**config.mk**
```make
export PLATFORM = sky130hd
export DESIGN_NAME = hsl_to_rgb_converter
export DESIGN_NICKNAME = d
export VERILOG_FILES = /design/src/rtl/core/hsl2rgb_pkg.sv /design/src/rtl/core/hsl2rgb_front.sv /design/src/rtl/core/hsl2rgb_chroma.sv /design/src/rtl/core/hsl2rgb_mix.sv /design/src/rtl/core/hsl_to_rgb_converter.sv
export SDC_FILE = /design/constraint.sdc
export NUM_CORES = 1
export LEC_CHECK = 0
export ABC_AREA = 1
export BUFFER_PORTS_ARGS = -buffer_cell sky130_fd_sc_hd__buf_2
export CORE_MARGIN = 1.5
export CORE_UTILIZATION = 35
export CTS_BUF_LIST = sky130_fd_sc_hd__clkbuf_8
export DETAILED_ROUTE_END_ITERATION = 12
export GPL_TIMING_DRIVEN = 0
export PLACE_DENSITY = 0.62
export SYNTH_ARGS = -nofsm -noshare
export SYNTH_HDL_FRONTEND = slang
export SYNTH_HIERARCHICAL = 1
export SYNTH_SLANG_ARGS = --single-unit
```
**constraint.sdc**
```tcl
create_clock -name clock -period 13.5 [get_ports clock]
set_clock_uncertainty 0.2 [all_clocks]
set_input_delay 0.675 -clock clock [delete_from_list [all_inputs] [get_ports clock]]
set_output_delay 0.675 -clock clock [all_outputs]
set_load 0.01 [all_outputs]
```
**src/rtl/core/hsl2rgb_pkg.sv**
```systemverilog
package hsl2rgb_pkg;

   // hue scale: 1/64 degree steps
   localparam logic [14:0] HUE_SECTOR = 15'd3840;
   localparam logic [14:0] HUE_FULL   = 15'd23040;

   // divide by 15 as multiply by ceil(2^24 / 15) and shift, exact for 20-bit values
   localparam int          RECIP_SHIFT = 24;
   localparam logic [20:0] RECIP15     = 21'd1118482;

   typedef enum logic [2:0] {
      SECT_0 = 3'd0,
      SECT_1 = 3'd1,
      SECT_2 = 3'd2,
      SECT_3 = 3'd3,
      SECT_4 = 3'd4,
      SECT_5 = 3'd5
   } sector_type;

   typedef struct packed {
      logic [14:0] hue;
      logic [15:0] saturation;
      logic [15:0] lightness;
   } req_type;

   typedef struct packed {
      logic [15:0] red;
      logic [15:0] green;
      logic [15:0] blue;
      logic        in_range;
   } rsp_type;

   // after range check and sector split
   typedef struct packed {
      logic        in_range;
      sector_type  sector;
      logic [11:0] xfac;
      logic [15:0] sat;
      logic [15:0] lit;
   } front_type;

   // after chroma and hue-weight product
   typedef struct packed {
      logic        in_range;
      sector_type  sector;
      logic [19:0] quot;
      logic [15:0] chroma;
      logic [15:0] base;
   } chroma_type;

endpackage

```
**src/rtl/core/hsl2rgb_front.sv**
```systemverilog
module hsl2rgb_front #(
   parameter int COMPONENT_FRAC_BITS = 15
) (
   input  logic                 clock,
   input  logic                 reset,
   input  logic                 up_valid,
   output logic                 up_ready,
   input  hsl2rgb_pkg::req_type up_data,
   output logic                 dn_valid,
   input  logic                 dn_ready,
   output hsl2rgb_pkg::front_type dn_data
);
   import hsl2rgb_pkg::*;

   localparam int AW = (COMPONENT_FRAC_BITS + 2 > 18) ? COMPONENT_FRAC_BITS + 2 : 18;
   localparam logic [AW-1:0] ONE_W = AW'(1) << COMPONENT_FRAC_BITS;

   logic        vld_ff;
   front_type   data_ff;
   front_type   data_in;
   sector_type  sector;
   logic [14:0] sector_base;
   logic [14:0] offset;

   // sector from threshold compares
   always_comb begin
      priority if (up_data.hue < 15'd3840) begin
         sector      = SECT_0;
         sector_base = 15'd0;
      end else if (up_data.hue < 15'd7680) begin
         sector      = SECT_1;
         sector_base = HUE_SECTOR;
      end else if (up_data.hue < 15'd11520) begin
         sector      = SECT_2;
         sector_base = 15'd7680;
      end else if (up_data.hue < 15'd15360) begin
         sector      = SECT_3;
         sector_base = 15'd11520;
      end else if (up_data.hue < 15'd19200) begin
         sector      = SECT_4;
         sector_base = 15'd15360;
      end else begin
         sector      = SECT_5;
         sector_base = 15'd19200;
      end
   end

   assign offset = up_data.hue - sector_base;

   // range check and hue weight (triangle over two sectors)
   always_comb begin
      data_in.in_range = (up_data.hue < HUE_FULL) &&
                         (AW'(up_data.saturation) <= ONE_W) &&
                         (AW'(up_data.lightness) <= ONE_W);
      data_in.sector   = sector;
      data_in.xfac     = sector[0] ? 12'(HUE_SECTOR - offset) : offset[11:0];
      data_in.sat      = up_data.saturation;
      data_in.lit      = up_data.lightness;
   end

   assign up_ready = !vld_ff || dn_ready;

   // stage register
   always_ff @(posedge clock) begin
      if (reset) begin
         vld_ff <= 1'b0;
      end else if (up_ready) begin
         vld_ff <= up_valid;
      end
   end

   always_ff @(posedge clock) begin
      if (up_ready && up_valid) begin
         data_ff <= data_in;
      end
   end

   assign dn_valid = vld_ff;
   assign dn_data  = data_ff;

endmodule

```
**src/rtl/core/hsl2rgb_chroma.sv**
```systemverilog
module hsl2rgb_chroma #(
   parameter int COMPONENT_FRAC_BITS = 15
) (
   input  logic                    clock,
   input  logic                    reset,
   input  logic                    up_valid,
   output logic                    up_ready,
   input  hsl2rgb_pkg::front_type  up_data,
   output logic                    dn_valid,
   input  logic                    dn_ready,
   output hsl2rgb_pkg::chroma_type dn_data
);
   import hsl2rgb_pkg::*;

   localparam int F  = COMPONENT_FRAC_BITS;
   localparam int AW = (F + 2 > 18) ? F + 2 : 18;
   localparam logic [AW-1:0] ONE_W = AW'(1) << F;

   typedef struct packed {
      logic        in_range;
      sector_type  sector;
      logic [11:0] xfac;
      logic [15:0] chroma;
      logic [15:0] lit;
   } mid_type;

   logic          s1_vld_ff;
   mid_type       s1_ff;
   mid_type       s1_in;
   logic          s1_ready;
   logic          s2_vld_ff;
   chroma_type    s2_ff;
   chroma_type    s2_in;
   logic [AW-1:0] lit2;
   logic [AW-1:0] ldiff;
   logic [AW-1:0] lfac;
   logic [F+16:0] chroma_prod;
   logic [27:0]   hue_prod;

   // chroma = S * (1 - |2L - 1|)
   always_comb begin
      lit2        = AW'({up_data.lit, 1'b0});
      ldiff       = (lit2 >= ONE_W) ? (lit2 - ONE_W) : (ONE_W - lit2);
      lfac        = ONE_W - ldiff;
      chroma_prod = (F+17)'(up_data.sat) * (F+17)'(lfac[F:0]);
      s1_in.in_range = up_data.in_range;
      s1_in.sector   = up_data.sector;
      s1_in.xfac     = up_data.xfac;
      s1_in.chroma   = chroma_prod[F +: 16];
      s1_in.lit      = up_data.lit;
   end

   // chroma times hue weight, pre-shifted by 256; base level m = L - C/2
   always_comb begin
      hue_prod       = 28'(s1_ff.chroma) * 28'(s1_ff.xfac);
      s2_in.in_range = s1_ff.in_range;
      s2_in.sector   = s1_ff.sector;
      s2_in.quot     = hue_prod[27:8];
      s2_in.chroma   = s1_ff.chroma;
      s2_in.base     = s1_ff.lit - {1'b0, s1_ff.chroma[15:1]};
   end

   assign up_ready = !s1_vld_ff || s1_ready;
   assign s1_ready = !s2_vld_ff || dn_ready;

   // stage registers
   always_ff @(posedge clock) begin
      if (reset) begin
         s1_vld_ff <= 1'b0;
         s2_vld_ff <= 1'b0;
      end else begin
         if (up_ready) begin
            s1_vld_ff <= up_valid;
         end
         if (s1_ready) begin
            s2_vld_ff <= s1_vld_ff;
         end
      end
   end

   always_ff @(posedge clock) begin
      if (up_ready && up_valid) begin
         s1_ff <= s1_in;
      end
      if (s1_ready && s1_vld_ff) begin
         s2_ff <= s2_in;
      end
   end

   assign dn_valid = s2_vld_ff;
   assign dn_data  = s2_ff;

endmodule

```
**src/rtl/core/hsl2rgb_mix.sv**
```systemverilog
module hsl2rgb_mix (
   input  logic                    clock,
   input  logic                    reset,
   input  logic                    up_valid,
   output logic                    up_ready,
   input  hsl2rgb_pkg::chroma_type up_data,
   output logic                    dn_valid,
   input  logic                    dn_ready,
   output hsl2rgb_pkg::rsp_type    dn_data
);
   import hsl2rgb_pkg::*;

   typedef struct packed {
      logic        in_range;
      sector_type  sector;
      logic [15:0] xval;
      logic [15:0] chroma;
      logic [15:0] base;
   } xval_type;

   logic        s1_vld_ff;
   xval_type    s1_ff;
   xval_type    s1_in;
   logic        s1_ready;
   logic        s2_vld_ff;
   rsp_type     s2_ff;
   rsp_type     s2_in;
   logic [40:0] recip_prod;
   logic [15:0] cm;
   logic [15:0] xm;

   // finish divide by 3840: divide by 15 through reciprocal
   always_comb begin
      recip_prod     = 41'(up_data.quot) * 41'(RECIP15);
      s1_in.in_range = up_data.in_range;
      s1_in.sector   = up_data.sector;
      s1_in.xval     = recip_prod[RECIP_SHIFT +: 16];
      s1_in.chroma   = up_data.chroma;
      s1_in.base     = up_data.base;
   end

   // place C+m, X+m and m by sector, black when out of range
   always_comb begin
      cm = s1_ff.chroma + s1_ff.base;
      xm = s1_ff.xval + s1_ff.base;
      unique case (s1_ff.sector)
         SECT_0: begin
            s2_in.red = cm;          s2_in.green = xm;          s2_in.blue = s1_ff.base;
         end
         SECT_1: begin
            s2_in.red = xm;          s2_in.green = cm;          s2_in.blue = s1_ff.base;
         end
         SECT_2: begin
            s2_in.red = s1_ff.base;  s2_in.green = cm;          s2_in.blue = xm;
         end
         SECT_3: begin
            s2_in.red = s1_ff.base;  s2_in.green = xm;          s2_in.blue = cm;
         end
         SECT_4: begin
            s2_in.red = xm;          s2_in.green = s1_ff.base;  s2_in.blue = cm;
         end
         default: begin
            s2_in.red = cm;          s2_in.green = s1_ff.base;  s2_in.blue = xm;
         end
      endcase
      s2_in.in_range = s1_ff.in_range;
      if (!s1_ff.in_range) begin
         s2_in.red   = '0;
         s2_in.green = '0;
         s2_in.blue  = '0;
      end
   end

   assign up_ready = !s1_vld_ff || s1_ready;
   assign s1_ready = !s2_vld_ff || dn_ready;

   // stage registers, the last one is the output register
   always_ff @(posedge clock) begin
      if (reset) begin
         s1_vld_ff <= 1'b0;
         s2_vld_ff <= 1'b0;
      end else begin
         if (up_ready) begin
            s1_vld_ff <= up_valid;
         end
         if (s1_ready) begin
            s2_vld_ff <= s1_vld_ff;
         end
      end
   end

   always_ff @(posedge clock) begin
      if (up_ready && up_valid) begin
         s1_ff <= s1_in;
      end
      if (s1_ready && s1_vld_ff) begin
         s2_ff <= s2_in;
      end
   end

   assign dn_valid = s2_vld_ff;
   assign dn_data  = s2_ff;

endmodule

```
**src/rtl/core/hsl_to_rgb_converter.sv**
```systemverilog
// hsl to rgb colour conversion, five register stages
// a request is registered in the front stage, then in the chroma stages, then in the mix stages
// throughput: one colour per cycle; each stage holds while its successor is full and stalled
// the stages are cut around the chroma multiplier, the hue-weight multiplier and the reciprocal divide
// reset: synchronous, active high, clears every stage valid bit; no payload is reset
module hsl_to_rgb_converter #(
   parameter int COMPONENT_FRAC_BITS = 15
) (
   input  logic                 clock,
   input  logic                 reset,
   input  logic                 req_valid,
   output logic                 req_ready,
   input  hsl2rgb_pkg::req_type req_data,
   output logic                 rsp_valid,
   input  logic                 rsp_ready,
   output hsl2rgb_pkg::rsp_type rsp_data
);
   import hsl2rgb_pkg::*;

   logic       front_valid;
   logic       front_ready;
   front_type  front_data;
   logic       chroma_valid;
   logic       chroma_ready;
   chroma_type chroma_data;

   // range check and sector split
   hsl2rgb_front #(
      .COMPONENT_FRAC_BITS(COMPONENT_FRAC_BITS)
   ) u_front (
      .clock   (clock),
      .reset   (reset),
      .up_valid(req_valid),
      .up_ready(req_ready),
      .up_data (req_data),
      .dn_valid(front_valid),
      .dn_ready(front_ready),
      .dn_data (front_data)
   );

   // chroma and hue-weight products
   hsl2rgb_chroma #(
      .COMPONENT_FRAC_BITS(COMPONENT_FRAC_BITS)
   ) u_chroma (
      .clock   (clock),
      .reset   (reset),
      .up_valid(front_valid),
      .up_ready(front_ready),
      .up_data (front_data),
      .dn_valid(chroma_valid),
      .dn_ready(chroma_ready),
      .dn_data (chroma_data)
   );

   // divide and sector placement
   hsl2rgb_mix u_mix (
      .clock   (clock),
      .reset   (reset),
      .up_valid(chroma_valid),
      .up_ready(chroma_ready),
      .up_data (chroma_data),
      .dn_valid(rsp_valid),
      .dn_ready(rsp_ready),
      .dn_data (rsp_data)
   );

endmodule
```
==> results of run 1 <==
[placed cells by master (no fill, tap or decap), types with 21 or more instances in the layout]
cell type / n
nand2_1: 1003
inv_1: 823
fa_1: 356
ha_1: 346
edfxtp_1: 253
nor2_1: 221
nand3_1: 168
a21oi_1: 151
buf_2: 109
o21ai_0: 75
xor2_1: 58
clkbuf_1: 57
clkbuf_8: 45
nor3_1: 30
xnor2_1: 24
nand2_2: 21
[logic make-up (layout without fill, tap and decap cells)]
family / after synthesis / in the layout / synth area share (%)
flip-flops: 258 / 258 / 24.62
AND/OR/NAND/NOR: 1501 / 1501 / 19.79
other: 0 / 1 / 0
XOR/XNOR: 82 / 82 / 2.297
adder cells (fa/ha/maj): 702 / 702 / 36.64
buffers and inverters: 911 / 1109 / 11.18
AO/OA/AOI/OAI: 302 / 302 / 5.467
[flip-flops by register name, summed over array words and instances (netlist names)]
| signal | flops |
|---|---|
| u_chroma/dn_data | 56 |
| u_mix/s1_ff | 52 |
| u_mix/dn_data | 49 |
| u_chroma/s1_ff | 48 |
| u_front/dn_data | 48 |
| u_chroma/dn_valid | 1 |
| u_chroma/s1_vld_ff | 1 |
| u_front/dn_valid | 1 |
| u_mix/dn_valid | 1 |
| u_mix/s1_vld_ff | 1 |
[metal layers]
layer / routed length (um) / global-route usage (%)
met5: 0 / 0
met4: 2539 / 6.262
met3: 3617 / 2.119
met2: 38660 / 31.14
met1: 34130 / 22.30
[per-stage QoR]
step / utilization, % / hold slack, ns / setup slack (ns)
2_1_floorplan: - / 0.2003 / 6.444
3_3_place_gp: 37.59 / 0.2019 / 5.540
3_5_place_dp: 37.77 / 0.2045 / 5.508
4_1_cts: 38.92 / 0.0003120 / 5.412
5_1_grt: 38.93 / 0.03283 / 4.889
6_report: 38.93 / 0.07268 / 5.429
[path summary, 6_finish.rpt]
check	to	slack, ns
max reg2reg	u_chroma/s1_ff[30]	5.43
max	u_chroma/s1_ff[30]	5.43
min reg2reg	u_mix/s1_ff[12]	0.20
min	u_front/dn_data[0]	0.07
[final cells by class]
class	count	area, um2
well taps	1165	1458
clock inverters	32	240.2
plain buffers	82	380.4
inverters	829	3115
diodes	1	2.502
repair buffers	121	783.3
multi-input cells	2587	20100
clock buffers	45	619.3
flip-flops and latches	258	7697
fillers	9052	53970
[worst max-delay path: cells and delay by family, from the launching register on]
family | cells | cell delay [ns]
adder cells (fa/ha/maj) | 8 | 3.67
AO/OA/AOI/OAI | 5 | 1.08
flip-flops | 1 | 0.36
AND/OR/NAND/NOR | 12 | 1.20
buffers and inverters | 11 | 1.28
==> flow_summary.toml, run 1 <==
[placement]
portBuffers = 99
hpwl_um = 66420
post-place-cells = 5026
placed_area_um2 = 33380
gp_congestion = 0.9422

[die]
fp.dieH_um = 301.9
num_rows = 109
core_area_um2 = 88370
pin_count = 102
initial_utilization_pct = 35.38
die_area_um2 = 91130
die_w_um = 301.9

[synthesis]
netlist_area_um2 = 31260
synth_common_cells = "nand2_1, inv_1, fa_1"
syn-instance-count = 3756
yosysSeqAreaShare_pct = 24.62
async_reset_ff_share_pct = 0
ys.flop_type = "edfxtp_1"
synth_top_area_share_pct = 24.30
synth-edff-count = 253
syn_nets = 4509
synth_area_leaders = "edfxtp_1, fa_1, ha_1"
synth_cell_types = 53
ys_seq_elements = 258
synth_top_area_cell = "edfxtp_1"
yosysWarnings = 6
synth.most_common_cell = "nand2_1"
syn_avg_cell_area_um2 = 8.324

[clocking]
cts_resized = 0
cts_buffers = 43
insertion_delay_ns = 0.63
clock_sinks = 258
postCtsHoldBufs = 16
htreeDepth = 2
path_clk_slew_ns = 0.06
cts_root_buf = "clkbuf_8"
cts_tree = "built"
clockBufferDepth = 3
post_cts_buffers = 0

[global_routing]
grt.overflow.total = 0
grt_usage_pct = 17.68
grt_pass1_vias = 25010
grt_max_degree = 46
antenna_found_initial = 1
grt_pass1_wl_um = 127600

[worst_setup_path]
cp_slowest_cell = "fa_1"
crit_type = "reg -> reg"
startpoint = "u_front/dn_data[0]"
r2r_cells = 36
required_ns = 13.63
critical_path.max_stage_delay_ns = 0.54
crit_path_end_kind = "flip-flop"
timing.rr.start = "u_front/dn_data[0]"
crit_fanout = 10
critPathArrivalTime_ns = 8.20
start_kind = "flip-flop"
crit_top_cell = "nand2_1"

[drt]
drtIter0Drc = 1635
via_count = 24470
drc = 0
totalWireLength_um = 78950
routed_via_density = 4.779
ant_nets = 0
firstDrtPassIters = 6
wire_per_inst_um = 15.42

[cells_and_area]
drive_above_1_share_pct = 6.424
final-instance-count-excl-fill = 5120
area_delta_synth_final_pct = 10.03
finalNetCount = 4675
finish.instance_area_um2 = 34400

[timing]
tightestPinTransition_ns = 0.8800
setup_viol = 0
hold_viol_final = 0
post-route-period-util_pct = 59.79
rsz0062_at_grt = "no"
max_freq_mhz = 123.9
setup_tns_ns = 0
slew_viol_final = 0
period_needed_ns = 8.071
maxSlewHeadroom_pct = 41.21

[worst_hold_path]
hold-path-cell-count = 1
min_path_type = "in -> reg"
hp-start = "req_data[0]"

[run_status]
status = "complete, no violations"

[flow_run]
drv_cap = 0
Power of run 1 is not shown: default switching activity piles up to over one toggle a cycle in this logic, so the estimate is an artifact.
==> inputs of run 2 (changes only) <==
Settings changed: PLACE_DENSITY 0.62 to 0.64.
Clock period 13.5 ns to 7.35 ns, I/O delays scaled along.
==> flow_summary.toml, run 2 (synthesis results as in run 1) <==
[run_status]
status = "complete, no violations"

[worst_setup_path]
crit_top_cell = "fa_1"
critPathArrivalTime_ns = 7.43
required_ns = 7.53
crit_fanout = 10
crit_type = "reg -> reg"
crit_path_end_kind = "flip-flop"
start_kind = "flip-flop"
critical_path.max_stage_delay_ns = 0.56
cp_slowest_cell = "fa_1"

[timing]
max_freq_mhz = 138.0
tightestPinTransition_ns = 0.8941
post-route-period-util_pct = 98.60
slew_viol_final = 0
setup_viol = 0
maxSlewHeadroom_pct = 40.26
period_needed_ns = 7.247
hold_viol_final = 0
rsz0062_at_grt = "yes"

[die]
core_area_um2 = 88370
num_rows = 109
die_area_um2 = 91130
pin_count = 102
initial_utilization_pct = 35.38
die_w_um = 301.9
fp.dieH_um = 301.9

[cells_and_area]
layout_commonest_cell = "nand2_1"
drive_above_1_share_pct = 10.67
finish.instance_area_um2 = 35850
multiInputGateArea_um2 = 20720
largest_register_ffs = 56
fill_cells = 8807
area_delta_synth_final_pct = 14.66
final_cell_mix = "nand2_1, inv_1, fa_1"
finalNetCount = 4758
regArea_um2 = 7697

[global_routing]
grt_usage_pct = 17.81
grt.overflow.total = 0
grt_max_degree = 45
antenna_found_initial = 1
grt_pass1_wl_um = 128500
grt_pass1_vias = 25450

[clocking]
clock_sinks = 258
cts_buffers = 44
cts_tree = "built"
insertion_delay_ns = 0.65
htreeDepth = 2
clockBufferDepth = 3
cts_root_buf = "clkbuf_8"
path_clk_slew_ns = 0.07

[drt]
wire_per_inst_um = 15.46
via_count = 25060
drtIter0Drc = 1491
routed_via_density = 4.814
drc = 0
totalWireLength_um = 80470
firstDrtPassIters = 6
ant_nets = 0

[flow_run]
drv_cap = 0

[placement]
placed_area_um2 = 33380
portBuffers = 99
gp_congestion = 0.9373
hpwl_um = 66130

[worst_hold_path]
min_path_type = "in -> reg"
run 2: cell types whose count changed in the layout (fill, tap and decap cells not counted), sizes merged:
cell         change
clkbuf           +2
bufinv           +1
clkinv           +4
dlygate4sd3     +31
inv              -2
clkinvlp         -2
buf             +52
run 2: final timing paths:
check,slack [ns],endpoint,cells past startpoint,startpoint
min,0.08,u_front/dn_data[47],4,req_data[46]
max reg2reg,0.10,u_chroma/s1_ff[20],33,u_front/dn_data[1]
max,0.10,u_chroma/s1_ff[20],33,u_front/dn_data[1]
min reg2reg,0.19,u_chroma/dn_data[52],0,u_chroma/s1_ff[44]
run 2: layout make-up:
cell class                      count  share of cell area [%]
Timing Repair Buffer              204                   4.150
Buffer                             81                   1.131
Sequential cell                   258                   21.47
Clock buffer                       48                   1.843
Antenna cell                        1                0.006981
Tap cell                         1165                   4.066
Multi-Input combinational cell   2587                   57.80
Inverter                          829                   8.775
Clock inverter                     33                  0.7539
run 2: metrics by stage:
step	utilization (%)	setup TNS (ns)	setup WS (ns)	instances	hold WS (ns)
after detailed placement	37.77	-8.136	-0.6935	5026	0.2045
after floorplan	-	0	0.2940	3756	0.2003
after CTS	39.76	-0.01753	-0.01566	5165	0.01229
after global routing	40.56	-1.204	-0.1907	5206	0.05475
after global placement	37.59	-7.222	-0.6481	5020	0.2006
final	40.56	0	0.1029	5206	0.07675
run 2: routing by layer:
| metal | up-vias | global-route usage (%) | routed length (um) |
|---|---|---|---|
| met1 | 12030 | 22.11 | 34190 |
| li1 | 12200 | - | - |
| met5 | - | 0 | 0 |
| met3 | 157 | 2.952 | 4232 |
| met4 | 0 | 6.833 | 3099 |
| met2 | 681 | 30.93 | 38950 |
run 2: critical path, delay by kind of cell, from the launching register on:
kind,cells,cell delay [ns]
AND/OR/NAND/NOR,11,1.40
buffers and inverters,10,0.75
flip-flops,1,0.50
XOR/XNOR,1,0.14
AO/OA/AOI/OAI,3,0.49
adder cells (fa/ha/maj),8,3.52
run 2: timing repair:
item | 4_1_cts | 5_1_grt
pin swaps | 20 | 88
setup buffers | 11 | 41
endpoints found under the hold margin | 51 | 0
endpoints found under the setup margin | 16 | 16
resized for setup | 75 | 122
hold buffers | 47 | 0
Power of run 2 is left out for the same reason.
